`config.mk`:
```
export PLATFORM = sky130hd
export DESIGN_NAME = server_selector_weighted_rr_top
export DESIGN_NICKNAME = d
export VERILOG_FILES = /design/src/hw/rtl/sswrr_pkg.sv /design/src/hw/rtl/server_selector_weighted_rr_top.sv /design/src/hw/rtl/sswrr_cell.sv
export SDC_FILE = /design/constraint.sdc
export NUM_CORES = 2
export LEC_CHECK = 0
export ABC_AREA = 1
export BUFFER_PORTS_ARGS = -buffer_cell sky130_fd_sc_hd__clkbuf_2
export CORE_MARGIN = 1.5
export CORE_UTILIZATION = 44
export CTS_BUF_LIST = sky130_fd_sc_hd__clkbuf_16
export CTS_CLUSTER_DIAMETER = 30
export DETAILED_ROUTE_END_ITERATION = 16
export GPL_TIMING_DRIVEN = 0
export SLEW_MARGIN = 25
export SYNTH_ARGS = -nofsm -noshare
export SYNTH_HDL_FRONTEND = slang
export SYNTH_HIERARCHICAL = 1
export SYNTH_SLANG_ARGS = --single-unit
export TNS_END_PERCENT = 30
```
`constraint.sdc`:
```
create_clock -name clk_i -period 3.6 [get_ports clk_i]
set_input_delay 0.54 -clock clk_i [delete_from_list [all_inputs] [get_ports clk_i]]
set_output_delay 0.54 -clock clk_i [all_outputs]
set_load 0.02 [all_outputs]
```
`src/hw/rtl/sswrr_pkg.sv`:
```
// Shared types, constants and helpers for the weighted round-robin server selector.
// Used by the selector cell and the top level; has no dependencies of its own.
package sswrr_pkg;

  // Pool and field geometry.
  localparam int unsigned MAX_SERVERS = 8;
  localparam int unsigned WEIGHT_BITS = 8;
  localparam int unsigned SRV_W       = 3;   // server index field width
  localparam int unsigned CNT_W       = 4;   // server_count register width
  localparam int unsigned LOAD_W      = 16;  // load value width
  localparam int unsigned CW_W        = 13;  // signed current weight width
  localparam int unsigned BYTE_W      = 8;   // stride of the packed weight table
  localparam int unsigned TABLE_W     = 64;  // weight table register width
  localparam int unsigned MODE_W      = 2;
  localparam int unsigned REG_IDX_W   = 2;
  localparam int unsigned SUM_W       = WEIGHT_BITS + $clog2(MAX_SERVERS);

  // Selection modes.
  typedef enum logic [MODE_W-1:0] {
    MODE_RANDOM = 2'd0,
    MODE_RR     = 2'd1,
    MODE_POWER  = 2'd2,
    MODE_WRR    = 2'd3
  } mode_e;

  // Configuration register indexes.
  localparam logic [REG_IDX_W-1:0] REG_MODE    = 2'd0;
  localparam logic [REG_IDX_W-1:0] REG_COUNT   = 2'd1;
  localparam logic [REG_IDX_W-1:0] REG_WEIGHTS = 2'd2;

  // Input commands.
  localparam logic CMD_SELECT = 1'b0;
  localparam logic CMD_UPDATE = 1'b1;

  // Token that walks the chain of cells, one cell per cycle.
  typedef struct packed {
    logic                     valid;
    logic                     wrr;     // add weights on the way through
    logic                     has;     // a best candidate has been seen
    logic signed [CW_W-1:0]   best;
    logic [SRV_W-1:0]         idx;
    logic [SUM_W-1:0]         sum;
    logic [SRV_W-1:0]         first;
    logic [SRV_W-1:0]         second;
    logic [LOAD_W-1:0]        load_a;  // load of the first random index
    logic [LOAD_W-1:0]        load_b;  // load of the second random index
  } tok_t;

  // Broadcast control from the sequencer to every cell.
  typedef struct packed {
    logic                  clear;
    logic                  ld_we;
    logic [SRV_W-1:0]      ld_idx;
    logic [LOAD_W-1:0]     ld_val;
    logic                  sub_en;
    logic [SRV_W-1:0]      sub_idx;
    logic [SUM_W-1:0]      sub_val;
  } cell_ctl_t;

  // Clamp a value one bit wider than a current weight into the signed range.
  function automatic logic signed [CW_W-1:0] sat_cw(input logic signed [CW_W:0] v);
    logic signed [CW_W-1:0] r;
    if (v[CW_W] != v[CW_W-1]) begin
      r = v[CW_W] ? {1'b1, {(CW_W-1){1'b0}}} : {1'b0, {(CW_W-1){1'b1}}};
    end else begin
      r = v[CW_W-1:0];
    end
    return r;
  endfunction

endpackage

```
`src/hw/rtl/server_selector_weighted_rr_top.sv`:
```
// Weighted round-robin server selector: top level with sequencer, registers and cell chain.
// Depends on sswrr_pkg and sswrr_cell.
//
// Each select beat launches a token down a chain of eight cells, one cell per
// cycle. The first cell takes the token at the accepting edge itself. The
// sequencer captures the token from the end of the chain, then registers the
// result once the output register is free. The input is ready for the next
// beat once the result is registered, so a new select is taken only after
// the previous one is through. Update beats write a server's load value and
// give no result. Random and power-of-two modes flag an index outside the
// pool with index_error and return server 0. Smooth weighted mode falls back
// to round robin when all weights in the pool are zero. A write to the mode,
// count or weight register clears the current weights. While a select is in
// flight the input is stalled; a finished result may wait in the output
// register while the next beat is accepted.
module server_selector_weighted_rr_top (
  input  logic                              clk_i,
  input  logic                              rst_ni,
  // Configuration write channel
  input  logic                              cfg_valid_i,
  output logic                              cfg_ready_o,
  input  logic [sswrr_pkg::REG_IDX_W-1:0]   cfg_index_i,
  input  logic [sswrr_pkg::TABLE_W-1:0]     cfg_data_i,
  // Input channel
  input  logic                              in_valid_i,
  output logic                              in_stall_o,
  input  logic                              command_i,
  input  logic [sswrr_pkg::SRV_W-1:0]       target_server_i,
  input  logic [sswrr_pkg::LOAD_W-1:0]      load_value_i,
  input  logic [sswrr_pkg::SRV_W-1:0]       random_first_i,
  input  logic [sswrr_pkg::SRV_W-1:0]       random_second_i,
  // Output channel
  output logic                              out_valid_o,
  input  logic                              out_stall_i,
  output logic [sswrr_pkg::SRV_W-1:0]       chosen_server_o,
  output logic                              index_error_o
);
  import sswrr_pkg::*;

  typedef enum logic [1:0] {
    ST_IDLE,
    ST_RUN,
    ST_DONE
  } state_e;

  state_e                 state_q, state_d;
  mode_e                  mode_q;
  logic [CNT_W-1:0]       count_q;
  logic [TABLE_W-1:0]     weights_q;
  logic [SRV_W-1:0]       rr_q, rr_d, rr_p;
  tok_t                   res_q, res_d;
  logic                   out_valid_q, out_valid_d;
  logic [SRV_W-1:0]       chosen_q, chosen_d, pick;
  logic                   err_q, err_d, err;
  logic [CNT_W-1:0]       pool;
  logic                   in_beat, out_beat, cfg_beat, start, finish;
  logic                   first_bad, second_bad;
  cell_ctl_t              ctl;
  tok_t                   tok [MAX_SERVERS+1];

  assign cfg_ready_o = 1'b1;
  assign cfg_beat    = cfg_valid_i && cfg_ready_o;
  assign in_stall_o  = (state_q != ST_IDLE);
  assign in_beat     = in_valid_i && !in_stall_o;
  assign out_beat    = out_valid_q && !out_stall_i;
  assign start       = in_beat && (command_i == CMD_SELECT);
  assign finish      = (state_q == ST_DONE) && (!out_valid_q || !out_stall_i);

  // Effective pool size: zero acts as one, large counts clamp to the maximum.
  always_comb begin
    if (count_q == '0) begin
      pool = CNT_W'(1);
    end else if (count_q > CNT_W'(MAX_SERVERS)) begin
      pool = CNT_W'(MAX_SERVERS);
    end else begin
      pool = count_q;
    end
  end

  // Configuration registers.
  always_ff @(posedge clk_i or negedge rst_ni) begin
    if (!rst_ni) begin
      mode_q    <= MODE_RANDOM;
      count_q   <= CNT_W'(1);
      weights_q <= {(TABLE_W/BYTE_W){8'h01}};
    end else if (cfg_beat) begin
      unique case (cfg_index_i)
        REG_MODE:    mode_q    <= mode_e'(cfg_data_i[MODE_W-1:0]);
        REG_COUNT:   count_q   <= cfg_data_i[CNT_W-1:0];
        REG_WEIGHTS: weights_q <= cfg_data_i;
        default:     ;
      endcase
    end
  end

  // Token launched into the chain on a select beat.
  always_comb begin
    tok[0]        = '0;
    tok[0].valid  = start;
    tok[0].wrr    = (mode_q == MODE_WRR);
    tok[0].first  = random_first_i;
    tok[0].second = random_second_i;
  end

  // Broadcast control to the cells.
  always_comb begin
    ctl         = '0;
    ctl.clear   = cfg_beat && ((cfg_index_i == REG_MODE) || (cfg_index_i == REG_COUNT)
                               || (cfg_index_i == REG_WEIGHTS));
    ctl.ld_we   = in_beat && (command_i == CMD_UPDATE);
    ctl.ld_idx  = target_server_i;
    ctl.ld_val  = load_value_i;
    ctl.sub_en  = finish && (mode_q == MODE_WRR) && (res_q.sum != '0);
    ctl.sub_idx = res_q.idx;
    ctl.sub_val = res_q.sum;
  end

  // The chain of cells.
  for (genvar i = 0; i < MAX_SERVERS; i++) begin : g_cell
    sswrr_cell u_cell (
      .clk_i    (clk_i),
      .rst_ni   (rst_ni),
      .index_i  (SRV_W'(i)),
      .pool_i   (pool),
      .weight_i (weights_q[i*BYTE_W +: WEIGHT_BITS]),
      .ctl_i    (ctl),
      .tok_i    (tok[i]),
      .tok_o    (tok[i+1])
    );
  end

  // Result selection from the captured token.
  assign rr_p       = ({1'b0, rr_q} < pool) ? rr_q : '0;
  assign first_bad  = !({1'b0, res_q.first} < pool);
  assign second_bad = !({1'b0, res_q.second} < pool);

  always_comb begin
    pick = '0;
    err  = 1'b0;
    rr_d = rr_q;
    case (mode_q)
      MODE_RANDOM: begin
        err  = first_bad;
        pick = first_bad ? '0 : res_q.first;
      end
      MODE_RR: begin
        pick = rr_p;
        rr_d = rr_p + SRV_W'(1);
      end
      MODE_POWER: begin
        err  = first_bad || second_bad;
        if (!err) begin
          pick = (res_q.load_a <= res_q.load_b) ? res_q.first : res_q.second;
        end
      end
      default: begin
        if (res_q.sum == '0) begin
          pick = rr_p;
          rr_d = rr_p + SRV_W'(1);
        end else begin
          pick = res_q.idx;
        end
      end
    endcase
  end

  // Sequencer next state.
  always_comb begin
    state_d     = state_q;
    res_d       = res_q;
    out_valid_d = out_valid_q && !out_beat;
    chosen_d    = chosen_q;
    err_d       = err_q;
    unique case (state_q)
      ST_IDLE: begin
        if (start) begin
          state_d = ST_RUN;
        end
      end
      ST_RUN: begin
        if (tok[MAX_SERVERS].valid) begin
          res_d   = tok[MAX_SERVERS];
          state_d = ST_DONE;
        end
      end
      ST_DONE: begin
        if (finish) begin
          out_valid_d = 1'b1;
          chosen_d    = pick;
          err_d       = err;
          state_d     = ST_IDLE;
        end
      end
      default: state_d = ST_IDLE;
    endcase
  end

  always_ff @(posedge clk_i or negedge rst_ni) begin
    if (!rst_ni) begin
      state_q     <= ST_IDLE;
      res_q       <= '0;
      out_valid_q <= 1'b0;
      chosen_q    <= '0;
      err_q       <= 1'b0;
      rr_q        <= '0;
    end else begin
      state_q     <= state_d;
      res_q       <= res_d;
      out_valid_q <= out_valid_d;
      chosen_q    <= chosen_d;
      err_q       <= err_d;
      if (finish) begin
        rr_q <= rr_d;
      end
    end
  end

  assign out_valid_o     = out_valid_q;
  assign chosen_server_o = chosen_q;
  assign index_error_o   = err_q;

  // A launched token leaves the end of the chain after passing through every cell.
  a_chain_latency: assert property (@(posedge clk_i) disable iff (!rst_ni)
    start |-> ##8 tok[MAX_SERVERS].valid)
    else $error("token did not leave the chain on time");

  // A delivered server always lies inside the pool.
  a_chosen_in_pool: assert property (@(posedge clk_i) disable iff (!rst_ni)
    out_valid_q |-> ({1'b0, chosen_q} < pool))
    else $error("chosen server outside the pool");

  // An index error always returns server zero.
  a_err_zero: assert property (@(posedge clk_i) disable iff (!rst_ni)
    (out_valid_q && err_q) |-> (chosen_q == '0))
    else $error("index error with nonzero server");

  // Only the modes with random indexes can flag an error.
  a_err_mode: assert property (@(posedge clk_i) disable iff (!rst_ni)
    (out_valid_q && err_q) |-> ((mode_q == MODE_RANDOM) || (mode_q == MODE_POWER)))
    else $error("index error in a mode without random indexes");

endmodule

```
`src/hw/rtl/sswrr_cell.sv`:
```
// One cell of the selector chain: holds a server's current weight and load value.
// Depends on sswrr_pkg for the token and control structs and the saturation helper.
module sswrr_cell (
  input  logic                         clk_i,
  input  logic                         rst_ni,
  input  logic [sswrr_pkg::SRV_W-1:0]  index_i,
  input  logic [sswrr_pkg::CNT_W-1:0]  pool_i,
  input  logic [sswrr_pkg::WEIGHT_BITS-1:0] weight_i,
  input  sswrr_pkg::cell_ctl_t         ctl_i,
  input  sswrr_pkg::tok_t              tok_i,
  output sswrr_pkg::tok_t              tok_o
);
  import sswrr_pkg::*;

  logic signed [CW_W-1:0] cw_q, cw_d, cw_new;
  logic [LOAD_W-1:0]      load_q;
  tok_t                   tok_q, tok_d;
  logic                   active;
  logic                   take;
  logic signed [CW_W:0]   add_v, sub_v;

  // A cell only takes part when its server lies inside the pool.
  assign active = {1'b0, index_i} < pool_i;

  // Weight add and pick subtraction, both one bit wider before clamping.
  assign add_v = $signed({cw_q[CW_W-1], cw_q})
               + $signed({{(CW_W+1-WEIGHT_BITS){1'b0}}, weight_i});
  assign sub_v = $signed({cw_q[CW_W-1], cw_q})
               - $signed({{(CW_W+1-SUM_W){1'b0}}, ctl_i.sub_val});

  assign cw_new = (tok_i.valid && tok_i.wrr && active) ? sat_cw(add_v) : cw_q;
  assign take   = tok_i.valid && active && (!tok_i.has || (cw_new > tok_i.best));

  // Update the passing token: running maximum, weight sum and sampled loads.
  always_comb begin
    tok_d = tok_i;
    if (take) begin
      tok_d.has  = 1'b1;
      tok_d.best = cw_new;
      tok_d.idx  = index_i;
    end
    if (tok_i.valid && active) begin
      tok_d.sum = tok_i.sum + {{(SUM_W-WEIGHT_BITS){1'b0}}, weight_i};
    end
    if (tok_i.first == index_i) begin
      tok_d.load_a = load_q;
    end
    if (tok_i.second == index_i) begin
      tok_d.load_b = load_q;
    end
  end

  // Next current weight: clear on configuration, subtract the sum when picked.
  always_comb begin
    cw_d = cw_new;
    if (ctl_i.clear) begin
      cw_d = '0;
    end else if (ctl_i.sub_en && (ctl_i.sub_idx == index_i)) begin
      cw_d = sat_cw(sub_v);
    end
  end

  always_ff @(posedge clk_i or negedge rst_ni) begin
    if (!rst_ni) begin
      cw_q   <= '0;
      load_q <= '0;
      tok_q  <= '0;
    end else begin
      cw_q  <= cw_d;
      tok_q <= tok_d;
      if (ctl_i.ld_we && (ctl_i.ld_idx == index_i)) begin
        load_q <= ctl_i.ld_val;
      end
    end
  end

  assign tok_o = tok_q;

endmodule
```
* Word-level counts from Yosys, hierarchy flattened
Index checks and enable logic that the tools add are counted.
** Cells by class
- Multiplexer cells :: 105
- Bitwise gates (word level) :: 2
- Magnitude comparators :: 20
- Reduce and logical (&&, ||, !) cells :: 100
- $add $sub $neg :: 24
- Equal/unequal tests :: 54
** Operators by type and width (number)
- $mux 13 :: 56
- $mux 16 :: 16
- $mux 17 :: 7
- $add 13x9->14 :: 8
- $sub 13x12->14 :: 8
- $gt 13x13->1 :: 7
- $add 11x8->11 :: 6
- $mux 11 :: 6
- $logic_and 1x1->1 :: 56
- $eq 3x3->1 const B :: 16
- $eq 3x2->1 const B :: 8
- $mux 3 :: 7
- $le 16x16->1 :: 1
- $lt 3x4->1 const A :: 4
- $ne 1x1->1 :: 16
- $logic_not 1->1 :: 13
- $eq 3x1->1 const B :: 4
- $logic_not 3->1 :: 4
- $lt 3x4->1 :: 3
- $logic_not 11->1 :: 1
- $logic_or 1x1->1 :: 11
- $reduce_bool 11->1 :: 1
- $reduce_and 2->1 :: 5
- $add 8x8->9 :: 1
- other kinds (23) :: 40
** Storage, ports and cells
- Word-level logic and storage cells :: 412
- Output and inout bits :: 7
- Input bits :: 97
- Flip-flop bits (word level) :: 890

* Depth between registers and ports, before layout
- Word-level depth :: 10
- Mapped depth :: 31
- Mapped depth without buffers :: 29

* Modules after synthesis
The synthesis kept the hierarchy.
** By module, submodules not included
- sswrr_cell (g_cell[2].u_cell ...) :: cells an instance 824, area an instance 6112.1 sq um, instances 3
- sswrr_cell (g_cell[6].u_cell ...) :: cells an instance 815, area an instance 6093.3 sq um, instances 2
- sswrr_cell (g_cell[5].u_cell) :: cells an instance 815, area an instance 6092.1 sq um, instances 1
- sswrr_cell (g_cell[0].u_cell) :: cells an instance 811, area an instance 6079.6 sq um, instances 1
- sswrr_cell (g_cell[1].u_cell) :: cells an instance 821, area an instance 6025.8 sq um, instances 1
- server_selector_weighted_rr_top :: cells an instance 537, area an instance 5933.2 sq um, instances 1

* Worst setup path before layout
No wires, ideal clock.
- Path kind :: register to register
- From :: reg weights_q[48]
- To :: reg g_cell[6].u_cell.tok_q, in the netlist g_cell[6].u_cell/tok_o[60]
- Stages on the path, launching flop included :: 29
- Path buffers :: 2
- Clock period less this slack :: 3.554 ns
- Data arrival time :: 3.438 ns
- Setup slack :: 0.046 ns
- Data required time :: 3.484 ns
- Cell sequence :: dfstp_2 ha_1 inv_1 fa_1 inv_1 nand3_1 nand2_1 nand2_1 nand2_1 nand2_1 nor2_1 nor2_2 buf_6 nand2_2 nand2_2 ha_1 nand2_1 inv_1 o21bai_1 nand2_1 a21oi_1 nand2_1 nand2_1 nand3_1 nand2_1 nand2_2 buf_2 nand2_1 nand2_1
** RTL lines
- from (decl) :: line server_selector_weighted_rr_top.sv:49 : logic [TABLE_W-1:0] weights_q;
- from (signal assigned) :: line server_selector_weighted_rr_top.sv:85 : weights_q <= {(TABLE_W/BYTE_W){8'h01}};
- from (signal assigned) :: line server_selector_weighted_rr_top.sv:90 : REG_WEIGHTS: weights_q <= cfg_data_i;
- to (signal assigned) :: line sswrr_cell.sv:70 : tok_q <= tok_d;
- to (decl) :: line sswrr_cell.sv:17 : tok_t tok_q, tok_d;

==> results.yml <==
layout:
  fillerInstances: 11100
  final_area_um2: 69800
  synthToLayoutAreaGrowth_pct: 29.1
  final_common_cell: "nand2_1"
  fin_util_pct: 57.3
  drive_gt1_share_pct: 19.5
  final_cells: 9548
  diodes: 0
  nets: 8224
  most-common-layout-cells: "nand2_1 (1792), inv_1 (902), dfrtp_1 (871)"
cts:
  cts_max_level: 4
  clockRootBuffer: "clkbuf_16"
  clkSlewWorstSetupHoldPaths_ps: 40
  cts_tree: "yes"
  cts_inserted_buffers: 202
  clk_path_buf_depth: 3
  clk_latency_ps: 840
  cts_sinks: 893
placement:
  routabilityCongestion: 0.924
  dp_slack_ps: -1130
  placed_cell_area_um2: 57700
  port_buffers: 102
  place_hpwl_um: 123000
  dp.cells: 8931
status:
  run_status: "complete, but fails checks"
  violations: "negative setup slack"
critical_path:
  end_kind: "flip-flop"
  max_stage_delay_ps: 600
  critPathRequiredTime_ps: 4260
  start_kind: "flip-flop"
  crit_fanout: 10
  crit_path_frequent_cell: "nand2_4"
  cpMaxStageDelayCell: "dfstp_2"
  cp.arrival_ps: 4460
  critPathKind: "flip-flop to flip-flop"
sta:
  hold_slack_ps: 41.2
  period_share_pct: 106
  fin_crit_ps: 3800
  slew_headroom_pct: 25.6
  slew_viol_final: 0
  rsz0062_at_grt: "true"
  hold_viol_final: 0
  clock-skew-final_ps: 90.8
  tns_ps: -4720
  fmax_ghz: 0.263
  final-setup-viol-count: 67
  tightest_slew_ps: 1120
  fin_ws_ps: -198
drt:
  vias: 47700
  drt-pass1-iter-count: 7
  wl_per_cell_um: 17.3
  drc: 0
  vias_per_cell: 5.00
  ant_nets: 0
  drt_iter0_drc: 3269
  drt_wl_total_um: 165000
global_route:
  grt_pass1_vias: 46800
  grt_use_met1_pct: 34.5
  antenna_found_initial: 5
  grt_pass1_wl_um: 256000
  gr-total-overflow: 0
  groute.usage.overall_pct: 26.0
  grt_use_met3_pct: 3.96
  top_usage_layer: "met2"
  grtUsageMet2_pct: 42.7
  grt_max_degree: 89
power:
  p_leak_nw: 36.6
  power_mw: 47.0
  comb_power_share_pct: 28.6
  p_sw_share_pct: 35.7
  pwr-share-seq_pct: 31.5
  p_sw_mw: 16.8
  p_int_mw: 30.2
  pwr_density_cell_nw_per_um2: 673
  clockPowerShare_pct: 39.8
  ir_drop_uv: 506
yosys:
  avgSynthCellArea_um2: 7.70
  synth_area_um2: 54100
  syn-instance-count: 7029
  yosysWarnings: 6
floorplan:
  io_pins: 104
  initial_core_util_pct: 44.4
  row_count: 128
  dieArea_um2: 125000
  die_y_um: 354
  fp.coreArea_um2: 122000
  die-width_um: 354
flow_run:
  cap_violations: 0
min_path:
  hp-class: "primary input to flip-flop"
routing by layer:
layer	wire (um)	vias to the layer above
li1	-	23800
met1	73900	22400
met4	5910	4
met3	8080	321
met5	24	-
met2	77000	1226
timing repair:
item                                   CTS  global route
pin swaps                               80           160
hold buffers                            54             0
setup endpoints to repair              134           132
gates resized for setup                354           421
setup buffers                           95            67
gates cloned                            11            13
endpoints found under the hold margin  123             0
worst max-delay path, delay by kind of cell (launching register included):
family          cells  cell delay (ps)
buf+inv             7              630
compound gates      1              130
simple gates       20             1570
flops               1              600
fa+ha+maj           3              780
path summary, 6_finish.rpt:
check / start / cells past startpoint / slack (ps) / to
max in group asynchronous: rst_ni / 6 / 1160 / g_cell[3].u_cell/load_q[10]$_DFFE_PN0P_
max reg2reg: weights_q[32]$_DFFE_PN1P_ / 31 / -200 / g_cell[4].u_cell/tok_o[56]$_DFF_PN0_
min in group asynchronous: rst_ni / 2 / 340 / g_cell[6].u_cell/cw_q[8]$_DFF_PN0_
min reg2reg: g_cell[6].u_cell/tok_o[34]$_DFF_PN0_ / 0 / 360 / g_cell[7].u_cell/tok_o[34]$_DFF_PN0_
max: weights_q[32]$_DFFE_PN1P_ / 31 / -200 / g_cell[4].u_cell/tok_o[56]$_DFF_PN0_
min: cfg_data_i[31] / 2 / 40 / weights_q[31]$_DFFE_PN0P_
power groups by stage:
stage	logic (mW)	registers [mW]	clock network, mW
2_1_floorplan	9.21	13.8	0
5_1_grt	15.2	15.0	19.6
4_1_cts	12.8	14.8	19.0
3_3_place_gp	11.9	15.0	0
6_report	13.5	14.8	18.7
3_5_place_dp	12.2	14.9	0
layout make-up:
class                           instances  area, um2  area share [%]
Buffer                                188       1120            1.60
Sequential cell                       893      22400            32.0
Clock buffer                          202       5050            7.24
Tap cell                             1625       2030            2.91
Inverter                              949       3620            5.19
Timing Repair Buffer                  350       3010            4.31
Clock inverter                        181       2120            3.04
Multi-Input combinational cell       5160      30500            43.7
registers in the layout, summed over array words and instances, names as in the netlist:
register / count
weights_q: 64
ctl: 14
index_error_o: 1
count_q: 4
g_cell.u_cell/tok_o: 529
state_q: 2
rr_q: 3
chosen_server_o: 3
g_cell.u_cell/load_q: 128
res_q: 38
mode_q: 2
g_cell.u_cell/cw_q: 104
out_valid_o: 1
No activity file was read; power rests on OpenSTA's default activity.
